File: src/rtl/polyphonic_square_tone_mixer_macros.svh
// ---------------------------------------------------------------------------
// Assertion macros for the tone mixer
// ---------------------------------------------------------------------------
`ifndef POLYPHONIC_SQUARE_TONE_MIXER_MACROS_SVH
`define POLYPHONIC_SQUARE_TONE_MIXER_MACROS_SVH

// implication checked on every clock outside reset
`define PSTM_ASSERT_IMP(label, clk, rst, ante, cons) \
   label: assert property (@(posedge clk) disable iff (rst) (ante) |-> (cons)) \
      else $error("assertion failed");

// next-cycle implication checked outside reset
`define PSTM_ASSERT_NEXT(label, clk, rst, ante, cons) \
   label: assert property (@(posedge clk) disable iff (rst) (ante) |=> (cons)) \
      else $error("assertion failed");

`endif

File: src/rtl/pstm_pkg.sv
// ---------------------------------------------------------------------------
// pstm_pkg
// Types and constants shared by the tone mixer.
// ---------------------------------------------------------------------------
package pstm_pkg;
   localparam int HP_W = 19;
   localparam int PH_W = 20;
   localparam logic [19:0] US_PER_SECOND = 20'd1000000;
   // elapsed is 16 bits wide, so phase reduction starts at period << 16
   localparam logic [4:0] MOD_TOP_SHIFT = 5'd16;

   typedef enum logic [2:0] {
      MODE_ADD      = 3'd0,
      MODE_DELETE   = 3'd1,
      MODE_CONTAINS = 3'd2,
      MODE_CLEAR    = 3'd3,
      MODE_SAMPLE   = 3'd4
   } mode_type;

   typedef struct packed {
      logic [2:0]  mode;
      logic [15:0] freq;
      logic [15:0] elapsed_us;
   } req_type;

   typedef struct packed {
      logic       accepted;
      logic [7:0] sample;
      logic [3:0] note_count;
   } rsp_type;

   // command sent down the chain of cells
   typedef enum logic [2:0] {
      CMD_NONE, CMD_MATCH, CMD_SHIFT, CMD_CLEAR, CMD_ADVANCE, CMD_LOAD, CMD_REDUCE
   } cmd_type;

   typedef struct packed {
      cmd_type         cmd;
      logic [HP_W-1:0] hp;
      logic [15:0]     elapsed;
      logic [4:0]      shift;
   } cell_ctl_type;
endpackage

File: src/rtl/pstm_div.sv
// ---------------------------------------------------------------------------
// pstm_div
// Restoring divider: half period = 1000000 / freq / 2, one bit a cycle.
// ---------------------------------------------------------------------------
module pstm_div (
   input  logic                   clock,
   input  logic                   reset,
   input  logic                   start,
   input  logic [15:0]            freq,
   output logic                   done,
   output logic [pstm_pkg::HP_W-1:0] hp
);
   import pstm_pkg::*;

   logic [19:0] quot_ff, quot_in;
   logic [16:0] rem_ff, rem_in;
   logic [15:0] den_ff, den_in;
   logic [4:0]  cnt_ff, cnt_in;
   logic        busy_ff, busy_in, done_ff, done_in;
   logic [16:0] trial;

   // one quotient bit a step, MSB first
   always_comb begin
      quot_in = quot_ff;
      rem_in  = rem_ff;
      den_in  = den_ff;
      cnt_in  = cnt_ff;
      busy_in = busy_ff;
      done_in = 1'b0;
      trial   = {rem_ff[15:0], US_PER_SECOND[cnt_ff]};
      if (start) begin
         busy_in = 1'b1;
         rem_in  = '0;
         den_in  = freq;
         cnt_in  = 5'd19;
      end else if (busy_ff) begin
         if (trial >= {1'b0, den_ff}) begin
            rem_in = trial - {1'b0, den_ff};
            quot_in[cnt_ff] = 1'b1;
         end else begin
            rem_in = trial;
            quot_in[cnt_ff] = 1'b0;
         end
         if (cnt_ff == 5'd0) begin
            busy_in = 1'b0;
            done_in = 1'b1;
         end else begin
            cnt_in = cnt_ff - 5'd1;
         end
      end
   end

   always_ff @(posedge clock) begin
      if (reset) begin
         busy_ff <= 1'b0;
         done_ff <= 1'b0;
      end else begin
         busy_ff <= busy_in;
         done_ff <= done_in;
      end
      quot_ff <= quot_in;
      rem_ff  <= rem_in;
      den_ff  <= den_in;
      cnt_ff  <= cnt_in;
   end

   assign done = done_ff;
   assign hp   = quot_ff[19:1];
endmodule

File: src/rtl/pstm_cell.sv
// ---------------------------------------------------------------------------
// pstm_cell
// One tone slot: half period and phase, with a neighbor link for shifts.
// ---------------------------------------------------------------------------
module pstm_cell (
   input  logic                       clock,
   input  logic                       reset,
   input  pstm_pkg::cell_ctl_type     ctl,
   input  logic                       sel,
   input  logic                       active,
   input  logic [pstm_pkg::HP_W-1:0]  next_hp,
   input  logic [pstm_pkg::PH_W-1:0]  next_ph,
   output logic [pstm_pkg::HP_W-1:0]  hp,
   output logic [pstm_pkg::PH_W-1:0]  ph,
   output logic                       match,
   output logic                       level
);
   import pstm_pkg::*;

   logic [HP_W-1:0]  hp_ff, hp_in;
   logic [PH_W-1:0]  ph_ff, ph_in;
   logic [PH_W:0]    work_ff, work_in;
   logic [PH_W:0]    per, red;
   logic [PH_W+16:0] per_sh, work_ext;

   // one compare and subtract of period << shift per reduce step
   always_comb begin
      per      = {1'b0, hp_ff, 1'b0};
      work_ext = {16'd0, work_ff};
      per_sh   = {16'd0, per} << ctl.shift;
      red      = (work_ext >= per_sh) ? work_ff - per_sh[PH_W:0] : work_ff;
   end

   always_comb begin
      hp_in   = hp_ff;
      ph_in   = ph_ff;
      work_in = work_ff;
      unique case (ctl.cmd)
         CMD_CLEAR: begin
            hp_in = '0;
            ph_in = '0;
         end
         CMD_SHIFT: if (sel) begin
            hp_in = next_hp;
            ph_in = next_ph;
         end
         CMD_LOAD: if (sel) begin
            hp_in = ctl.hp;
            ph_in = '0;
         end
         CMD_ADVANCE: if (active) work_in = {1'b0, ph_ff} + {5'd0, ctl.elapsed};
         CMD_REDUCE: if (active) begin
            work_in = red;
            if (ctl.shift == 5'd0) ph_in = red[PH_W-1:0];
         end
         default: ;
      endcase
   end

   always_ff @(posedge clock) begin
      if (reset) begin
         hp_ff   <= '0;
         ph_ff   <= '0;
         work_ff <= '0;
      end else begin
         hp_ff   <= hp_in;
         ph_ff   <= ph_in;
         work_ff <= work_in;
      end
   end

   assign hp    = hp_ff;
   assign ph    = ph_ff;
   assign match = active && (hp_ff == ctl.hp);
   assign level = ph_ff < {1'b0, hp_ff};
endmodule

File: src/rtl/polyphonic_square_tone_mixer.sv
// ---------------------------------------------------------------------------
// polyphonic_square_tone_mixer
// Square-tone table with add, delete, contains, clear and sample.
// ---------------------------------------------------------------------------
// channel | dir | payload
// req     | in  | req_type (mode, freq, elapsed_us)
// rsp     | out | rsp_type (accepted, sample, note_count)
// Add, delete and contains with a nonzero freq wait on the
// one-bit-a-cycle divider; a sample on a non-empty table waits on
// the seventeen-step phase reduction. One item at a time.
// Reset clears the table at once. A stalled response holds in rsp; the
// next item is taken while it waits.
module polyphonic_square_tone_mixer #(
   parameter int MAX_NOTES = 10
) (
   input  logic              clock,
   input  logic              reset,
   input  logic              req_valid,
   output logic              req_ready,
   input  pstm_pkg::req_type req_data,
   output logic              rsp_valid,
   input  logic              rsp_ready,
   output pstm_pkg::rsp_type rsp_data
);
   import pstm_pkg::*;
   `include "polyphonic_square_tone_mixer_macros.svh"

   localparam int CW = $clog2(MAX_NOTES + 1);

   typedef enum logic [2:0] {S_IDLE, S_DIV, S_OP, S_SUM, S_WAIT, S_MOD} state_type;

   state_type       state_ff;
   req_type         req_ff;
   cell_ctl_type    ctl;
   logic [CW-1:0]   count_ff;
   logic            acc_ff;
   logic [7:0]      wave_ff;
   logic            out_pend_ff;
   logic            rsp_valid_ff;
   rsp_type         rsp_ff;
   logic [HP_W-1:0] hp_ff;
   logic [4:0]      shift_ff;
   logic            div_start, div_done;
   logic [HP_W-1:0] div_hp;

   logic [HP_W-1:0] c_hp [MAX_NOTES];
   logic [PH_W-1:0] c_ph [MAX_NOTES];
   logic [MAX_NOTES-1:0] c_match, c_level, c_act, c_sel;
   logic [MAX_NOTES-1:0] after_match;
   logic            found;
   logic [7:0]      wave_sum;

   pstm_div u_div (
      .clock(clock), .reset(reset), .start(div_start), .freq(req_data.freq),
      .done(div_done), .hp(div_hp)
   );

   // active and selection masks along the chain
   always_comb begin
      after_match = '0;
      for (int i = 0; i < MAX_NOTES; i++) begin
         c_act[i] = (i < int'(count_ff));
         if (i > 0) after_match[i] = after_match[i-1] | c_match[i-1];
         else       after_match[i] = 1'b0;
      end
      found = |c_match;
      wave_sum = 8'd128;
      for (int i = 0; i < MAX_NOTES; i++)
         if (c_act[i]) wave_sum = c_level[i] ? wave_sum + 8'd1 : wave_sum - 8'd1;
   end

   always_comb begin
      ctl.cmd     = CMD_NONE;
      ctl.hp      = hp_ff;
      ctl.elapsed = req_ff.elapsed_us;
      ctl.shift   = shift_ff;
      c_sel       = '0;
      if (state_ff == S_OP) begin
         priority case (1'b1)
            req_ff.mode == MODE_ADD && !found && int'(count_ff) < MAX_NOTES: begin
               ctl.cmd = CMD_LOAD;
               for (int i = 0; i < MAX_NOTES; i++) c_sel[i] = (i == int'(count_ff));
            end
            req_ff.mode == MODE_DELETE && found: begin
               ctl.cmd = CMD_SHIFT;
               c_sel   = after_match | c_match;
            end
            default: ;
         endcase
      end else if (state_ff == S_MOD) begin
         ctl.cmd = CMD_REDUCE;
      end else if (state_ff == S_DIV && req_ff.mode == MODE_CLEAR) begin
         ctl.cmd = CMD_CLEAR;
      end else if (state_ff == S_DIV && req_ff.mode == MODE_SAMPLE) begin
         ctl.cmd = CMD_ADVANCE;
      end
   end

   for (genvar g = 0; g < MAX_NOTES; g++) begin : g_cell
      logic [HP_W-1:0] nh;
      logic [PH_W-1:0] np;
      if (g == MAX_NOTES - 1) begin : g_last
         assign nh = '0;
         assign np = '0;
      end else begin : g_mid
         assign nh = c_hp[g+1];
         assign np = c_ph[g+1];
      end
      pstm_cell u_cell (
         .clock(clock), .reset(reset), .ctl(ctl), .sel(c_sel[g]),
         .active(c_act[g]), .next_hp(nh), .next_ph(np), .hp(c_hp[g]),
         .ph(c_ph[g]), .match(c_match[g]), .level(c_level[g])
      );
   end

   assign req_ready = (state_ff == S_IDLE) && !out_pend_ff;
   assign div_start = (state_ff == S_IDLE) && req_valid && req_ready
                      && req_data.mode <= MODE_CONTAINS && req_data.freq != 16'd0;

   // sequencer: take item, work it, queue response
   always_ff @(posedge clock) begin
      if (reset) begin
         state_ff     <= S_IDLE;
         count_ff     <= '0;
         out_pend_ff  <= 1'b0;
         rsp_valid_ff <= 1'b0;
         shift_ff     <= '0;
      end else begin
         if (out_pend_ff && (!rsp_valid_ff || rsp_ready)) begin
            rsp_valid_ff <= 1'b1;
            rsp_ff       <= '{acc_ff, wave_ff, 4'(count_ff)};
            out_pend_ff  <= 1'b0;
         end else if (rsp_valid_ff && rsp_ready) begin
            rsp_valid_ff <= 1'b0;
         end
         unique case (state_ff)
            S_IDLE: if (req_valid && req_ready) begin
               req_ff  <= req_data;
               acc_ff  <= 1'b0;
               wave_ff <= 8'd0;
               state_ff <= S_DIV;
            end
            S_DIV: begin
               if (req_ff.mode <= MODE_CONTAINS && req_ff.freq != 16'd0) begin
                  if (div_done) begin
                     hp_ff    <= div_hp;
                     state_ff <= S_WAIT;
                  end
               end else if (req_ff.mode == MODE_CLEAR) begin
                  count_ff    <= '0;
                  out_pend_ff <= 1'b1;
                  state_ff    <= S_IDLE;
               end else if (req_ff.mode == MODE_SAMPLE && count_ff != '0) begin
                  shift_ff <= MOD_TOP_SHIFT;
                  state_ff <= S_MOD;
               end else begin
                  out_pend_ff <= 1'b1;
                  state_ff    <= S_IDLE;
               end
            end
            // reduce the advanced phases, one shift of the period a cycle
            S_MOD: begin
               if (shift_ff == 5'd0) state_ff <= S_SUM;
               else shift_ff <= shift_ff - 5'd1;
            end
            S_WAIT: state_ff <= S_OP;
            S_OP: begin
               if (ctl.cmd == CMD_LOAD) begin
                  count_ff <= count_ff + CW'(1);
                  acc_ff   <= 1'b1;
               end else if (ctl.cmd == CMD_SHIFT) begin
                  count_ff <= count_ff - CW'(1);
                  acc_ff   <= 1'b1;
               end else if (req_ff.mode == MODE_CONTAINS) begin
                  acc_ff <= found;
               end
               out_pend_ff <= 1'b1;
               state_ff    <= S_IDLE;
            end
            S_SUM: begin
               wave_ff     <= wave_sum;
               out_pend_ff <= 1'b1;
               state_ff    <= S_IDLE;
            end
            default: state_ff <= S_IDLE;
         endcase
      end
   end

   assign rsp_valid = rsp_valid_ff;
   assign rsp_data  = rsp_ff;

   `PSTM_ASSERT_IMP(a_count_max, clock, reset, 1'b1, int'(count_ff) <= MAX_NOTES)
   `PSTM_ASSERT_IMP(a_one_match, clock, reset, state_ff == S_OP, $onehot0(c_match))
   `PSTM_ASSERT_NEXT(a_pend_idle, clock, reset, out_pend_ff && !rsp_valid_ff,
                     rsp_valid_ff)
endmodule
File: config.mk
export PLATFORM = sky130hd
export DESIGN_NAME = polyphonic_square_tone_mixer
export DESIGN_NICKNAME = d
export VERILOG_FILES = /design/src/rtl/pstm_pkg.sv /design/src/rtl/pstm_div.sv /design/src/rtl/pstm_cell.sv /design/src/rtl/polyphonic_square_tone_mixer.sv
export VERILOG_INCLUDE_DIRS = /design/src /design/src/rtl
export SDC_FILE = /design/constraint.sdc
export NUM_CORES = 2
export LEC_CHECK = 0
export ABC_CLOCK_PERIOD_IN_PS = 14400
export BUFFER_PORTS_ARGS = -buffer_cell sky130_fd_sc_hd__buf_4
export CAP_MARGIN = 20
export CORE_UTILIZATION = 45
export CTS_CLUSTER_DIAMETER = 40
export DETAILED_ROUTE_END_ITERATION = 8
export HOLD_SLACK_MARGIN = 0.08
export PLACE_DENSITY = 0.65
export SYNTH_ARGS = -nofsm -noshare
export SYNTH_HDL_FRONTEND = slang
export SYNTH_SLANG_ARGS = --single-unit
File: constraint.sdc
create_clock -name clock -period 14.4 [get_ports clock]
set_clock_uncertainty 0.05 [all_clocks]
set_input_delay 2.88 -clock clock [delete_from_list [all_inputs] [get_ports clock]]
set_output_delay 2.88 -clock clock [all_outputs]
set_load 0.05 [all_outputs]
==> impl_summary.txt <==
----------------------------------------------------
[CTS]
  # clock sinks ... 749
  Total clock buffers created by CTS ... 161
  Depth of the CTS H-tree ... 4
  Hold bufs inserted after CTS ... 0
  Buffer type at the clock tree root ... sky130_fd_sc_hd__clkbuf_16
  Clock slew at reported path FFs ... 0.05 ns
  Number of buffers added for setup after CTS ... 0
  Clock latency of the later-clocked register in the worst-skew pair ... 0.86 ns
  Buffer levels on the longest clock path ... 3
  TritonCTS clock tree ... built
  Post-CTS resize count ... 0

[Worst setup path]
  Max FO, Critical Path ... 13
  Master of the slowest instance on the critical path ... sky130_fd_sc_hd__nor2_1
  Startpoint kind of the worst setup timing path ... flop
  FF-to-FF path depth ... 59
  Worst flop-to-flop path startpoint ... count_ff[0]
  Capturing element of the worst setup path ... wave_ff[7]
  Delay of the slowest cell on the worst path ... 0.60 ns
  Worst Setup SP ... count_ff[0]
  Crit Reg-Reg Endpoint ... wave_ff[7]
  CP required ... 15.05 ns
  Most used cell along the critical path ... sky130_fd_sc_hd__ha_1
  Kind of critical path ... flop to flop
  Crit path capture type ... flop
  Number of gates on the worst path with buffers counted ... 59
  R2R setup slack ... 1.70 ns
  Arrival time of the worst setup path ... 13.34 ns
  Crit path buf inv count ... 6
  Largest delay share family, worst path ... adder cells

[Status]
  Result of the run ... completed

[STA]
  Total negative slack for setup checks ... 0 ns
  Final Hold Viols ... 0
  RSZ-0062 raised after global routing ... no
  Hold WS ... 0.3640 ns
  Setup violators final ... 0
  Part of the cycle the worst path needs ... 0.8816
  Final min period ... 12.70 ns
  Worst relative slew slack ... 0.1579
  Fmax ... 78.77 MHz
  Post-route setup slack ... 1.705 ns
  Slew @ Worst Pin ... 1.263 ns
  Max-slew violations ... 0

[Synth]
  Post-synth top area cell ... sky130_fd_sc_hd__dfxtp_1
  Number of nets produced by synthesis ... 9686
  Synth top area share ... 0.1793
  Mapped Avg Cell Area ... 7.912 um2
  Cells taking the most area after synthesis ... sky130_fd_sc_hd__dfxtp_1 (18%), sky130_fd_sc_hd__ha_1 (11%), sky130_fd_sc_hd__a21oi_1 (5.9%)
  Yosys synthesis warning count ... 0
  Netlist area before placement ... 71230 um2
  Library cell with the highest instance count after synthesis ... sky130_fd_sc_hd__a21oi_1
  Count of flip-flops with a built-in enable after synthesis ... 111
  Register bit total from synthesis ... 749
  Post-Syn Instances ... 9002
  Synth cell types ... 101
  Sequential element share of the synthesized area ... 0.2261
  Most frequent cells after synthesis ... sky130_fd_sc_hd__a21oi_1 (833), sky130_fd_sc_hd__nor2_1 (799), sky130_fd_sc_hd__nand2_1 (737)
  Top flip-flop cell by instance count after synthesis ... sky130_fd_sc_hd__dfxtp_1
  Post-synthesis async set-or-reset flop share ... 0

[Layout]
  Number of non-filler instances in the completed layout ... 10975
  Post-synthesis to final-layout area growth ... 10.99%
  Post-layout instance area ... 79060 um2
  Final Net Count ... 9455
  Final design utilization ... 0.5043
  # fillers ... 14872
  Layout cell share with drive strength beyond 1 ... 0.09632

[Floorplanning]
  Horizontal die dimension ... 399.8 um
  # rows ... 145
  Effective utilization at floorplan ... 0.4544
  Die area ... 159900 um2
  Number of placed I/O pins ... 54
  Die height ... 399.8 um
  Floorplan Core Area ... 156800 um2

[Placement]
  Total instance count after detailed placement ... 10662
  Port Buffers ... 53
  Post-place instance area ... 73080 um2
  GP Congestion ... 1.003
  Setup slack after placement ... 1.995 ns
  HPWL reported at the end of detailed placement ... 220000 um

[Drt]
  Final wirelength ... 306500 um
  Residual DRC ... 0
  Iteration-0 DRC count of the detailed router ... 10168
  Vias per cell ... 6.693
  Count of TritonRoute iterations in the first routing pass ... 9
  Number of nets still failing antenna checks after routing ... 0
  Vias after detailed routing ... 73458
  Average wire per standard cell ... 27.93 um

[Global routing]
  Antenna violations before repair ... 13
  Met2 capacity usage during global routing ... 0.5192
  Number of global-route vias before repair ... 66364
  Total grt overflow ... 0
  Met1 demand-to-capacity share in global routing ... 0.5092
  First-pass GRT wire length ... 444800 um
  Pin count of the biggest net entering global routing ... 138
  Global router's overall resource usage ... 0.3710
  Global routing usage on met3 ... 0.1073
  Grt peak-use layer ... met2

[Power]
  Total design power ... 8.133 mW
  Clock Power Share ... 0.498
  Static power due to leakage ... 31.12 nW
  Net Switching ... 2.620 mW
  Portion of total power attributed to sequential cells ... 0.282
  Part of the power in combinational logic ... 0.219
  Internal power ... 5.512 mW
  Fraction of power spent switching nets ... 0.3222
  Pwr dens ... 102.9 nW/um2
  Maximum ir drop on the vdd rail ... 0.1527 mV

[Hold path]
  Worst min-delay path category ... flop to flop

[Run]
  Number of maximum-capacitance violations ... 0

----------------------------------------------------
-- power groups by stage --
stage / sequential, mW / combinational (mW) / clock (mW)
floorplan: 2.29 / 1.31 / 0
global route: 2.30 / 1.95 / 4.16
CTS: 2.29 / 1.74 / 4.06
finish: 2.29 / 1.78 / 4.05
global placement: 2.33 / 1.70 / 0
detailed placement: 2.33 / 1.73 / 0
-- worst min path at each step --
stage               from   endpoint  slack, ns  cells past startpoint
detailed placement  flop  hp_ff[17]       0.35                      0
finish              flop  hp_ff[16]       0.36                      0
global route        flop  hp_ff[16]       0.36                      0
floorplan           flop   hp_ff[0]       0.35                      0
CTS                 flop  hp_ff[16]       0.36                      0
global placement    flop  hp_ff[17]       0.35                      0
-- cell families after synthesis --
family	count (synthesis)	synth area share
buf+inv	1028	0.05743
simple gates	2629	0.1729
fa+ha+maj	645	0.1157
xor+xnor	530	0.06556
flops	749	0.2261
mux	521	0.1040
compound gates	2900	0.2583
-- layout by cell type (no fill, tap or decap), drive strengths merged, types with 60 or more instances in the layout --
cell	synthesis	layout
clkbuf	445	192
nand2	737	737
xnor2	337	337
o21a	96	96
nor2b	89	89
a21oi	834	834
a211oi	367	367
xor2	191	191
a31oi	108	108
inv	426	454
mux4	165	165
o211ai	69	69
ha	622	622
nand2b	93	93
o21ai	653	653
o22ai	101	101
nand3	180	180
mux2i	256	256
mux2	100	100
a21o	167	167
and2	63	63
and3	60	60
or3	66	66
a22oi	68	68
dfxtp	638	638
edfxtp	111	111
nor2	799	799
nor4	89	89
nor3	220	220
buf	155	205
nand4	85	85
-- worst reg2reg max path: cells and delay by family, from the launching register on --
kind	cells	cell delay, ns
DFF	1	0.36
buffers and inverters	6	0.86
adders and majority gates	11	4.18
xor gates and xnor gates	8	1.55
and+or+nand+nor	18	2.42
muxes	1	0.11
AOI/OAI and AO/OA	15	3.05
-- state kept, by name (all words and copies together) (netlist names), 3 cells and up, named ones only --
signal / cells
u_div.cnt_ff: 5
rsp_data: 13
g_cell.u_cell.work_ff: 210
g_cell.u_cell.hp: 190
shift_ff: 5
hp_ff: 19
wave_ff: 8
g_cell.u_cell.ph: 200
u_div.rem_ff: 16
count_ff: 4
state_ff: 3
req_ff: 19
ctl: 16
u_div.den_ff: 16
-- metal layers --
metal / vias to the layer above / part of all wire / routed length (um)
met4: 10 / 0.060 / 18250
met1: 35038 / 0.41 / 126100
met5: - / 0.00037 / 112
met2: 4620 / 0.40 / 122900
met3: 930 / 0.13 / 39160
li1: 32860 / - / -
-- cell type report --
cell class	count	area, um2	area share
Timing Repair Buffer	206	1634	0.02067
Clock inverter	108	1546	0.01956
Multi-Input combinational cell	7225	51190	0.6476
Inverter	428	1622	0.02051
Antenna cell	9	22.52	0.0002849
Clock buffer	192	4339	0.05489
Sequential cell	749	16120	0.2039
Tap cell	2058	2575	0.03257
No activity file was read; power rests on OpenSTA's default activity.
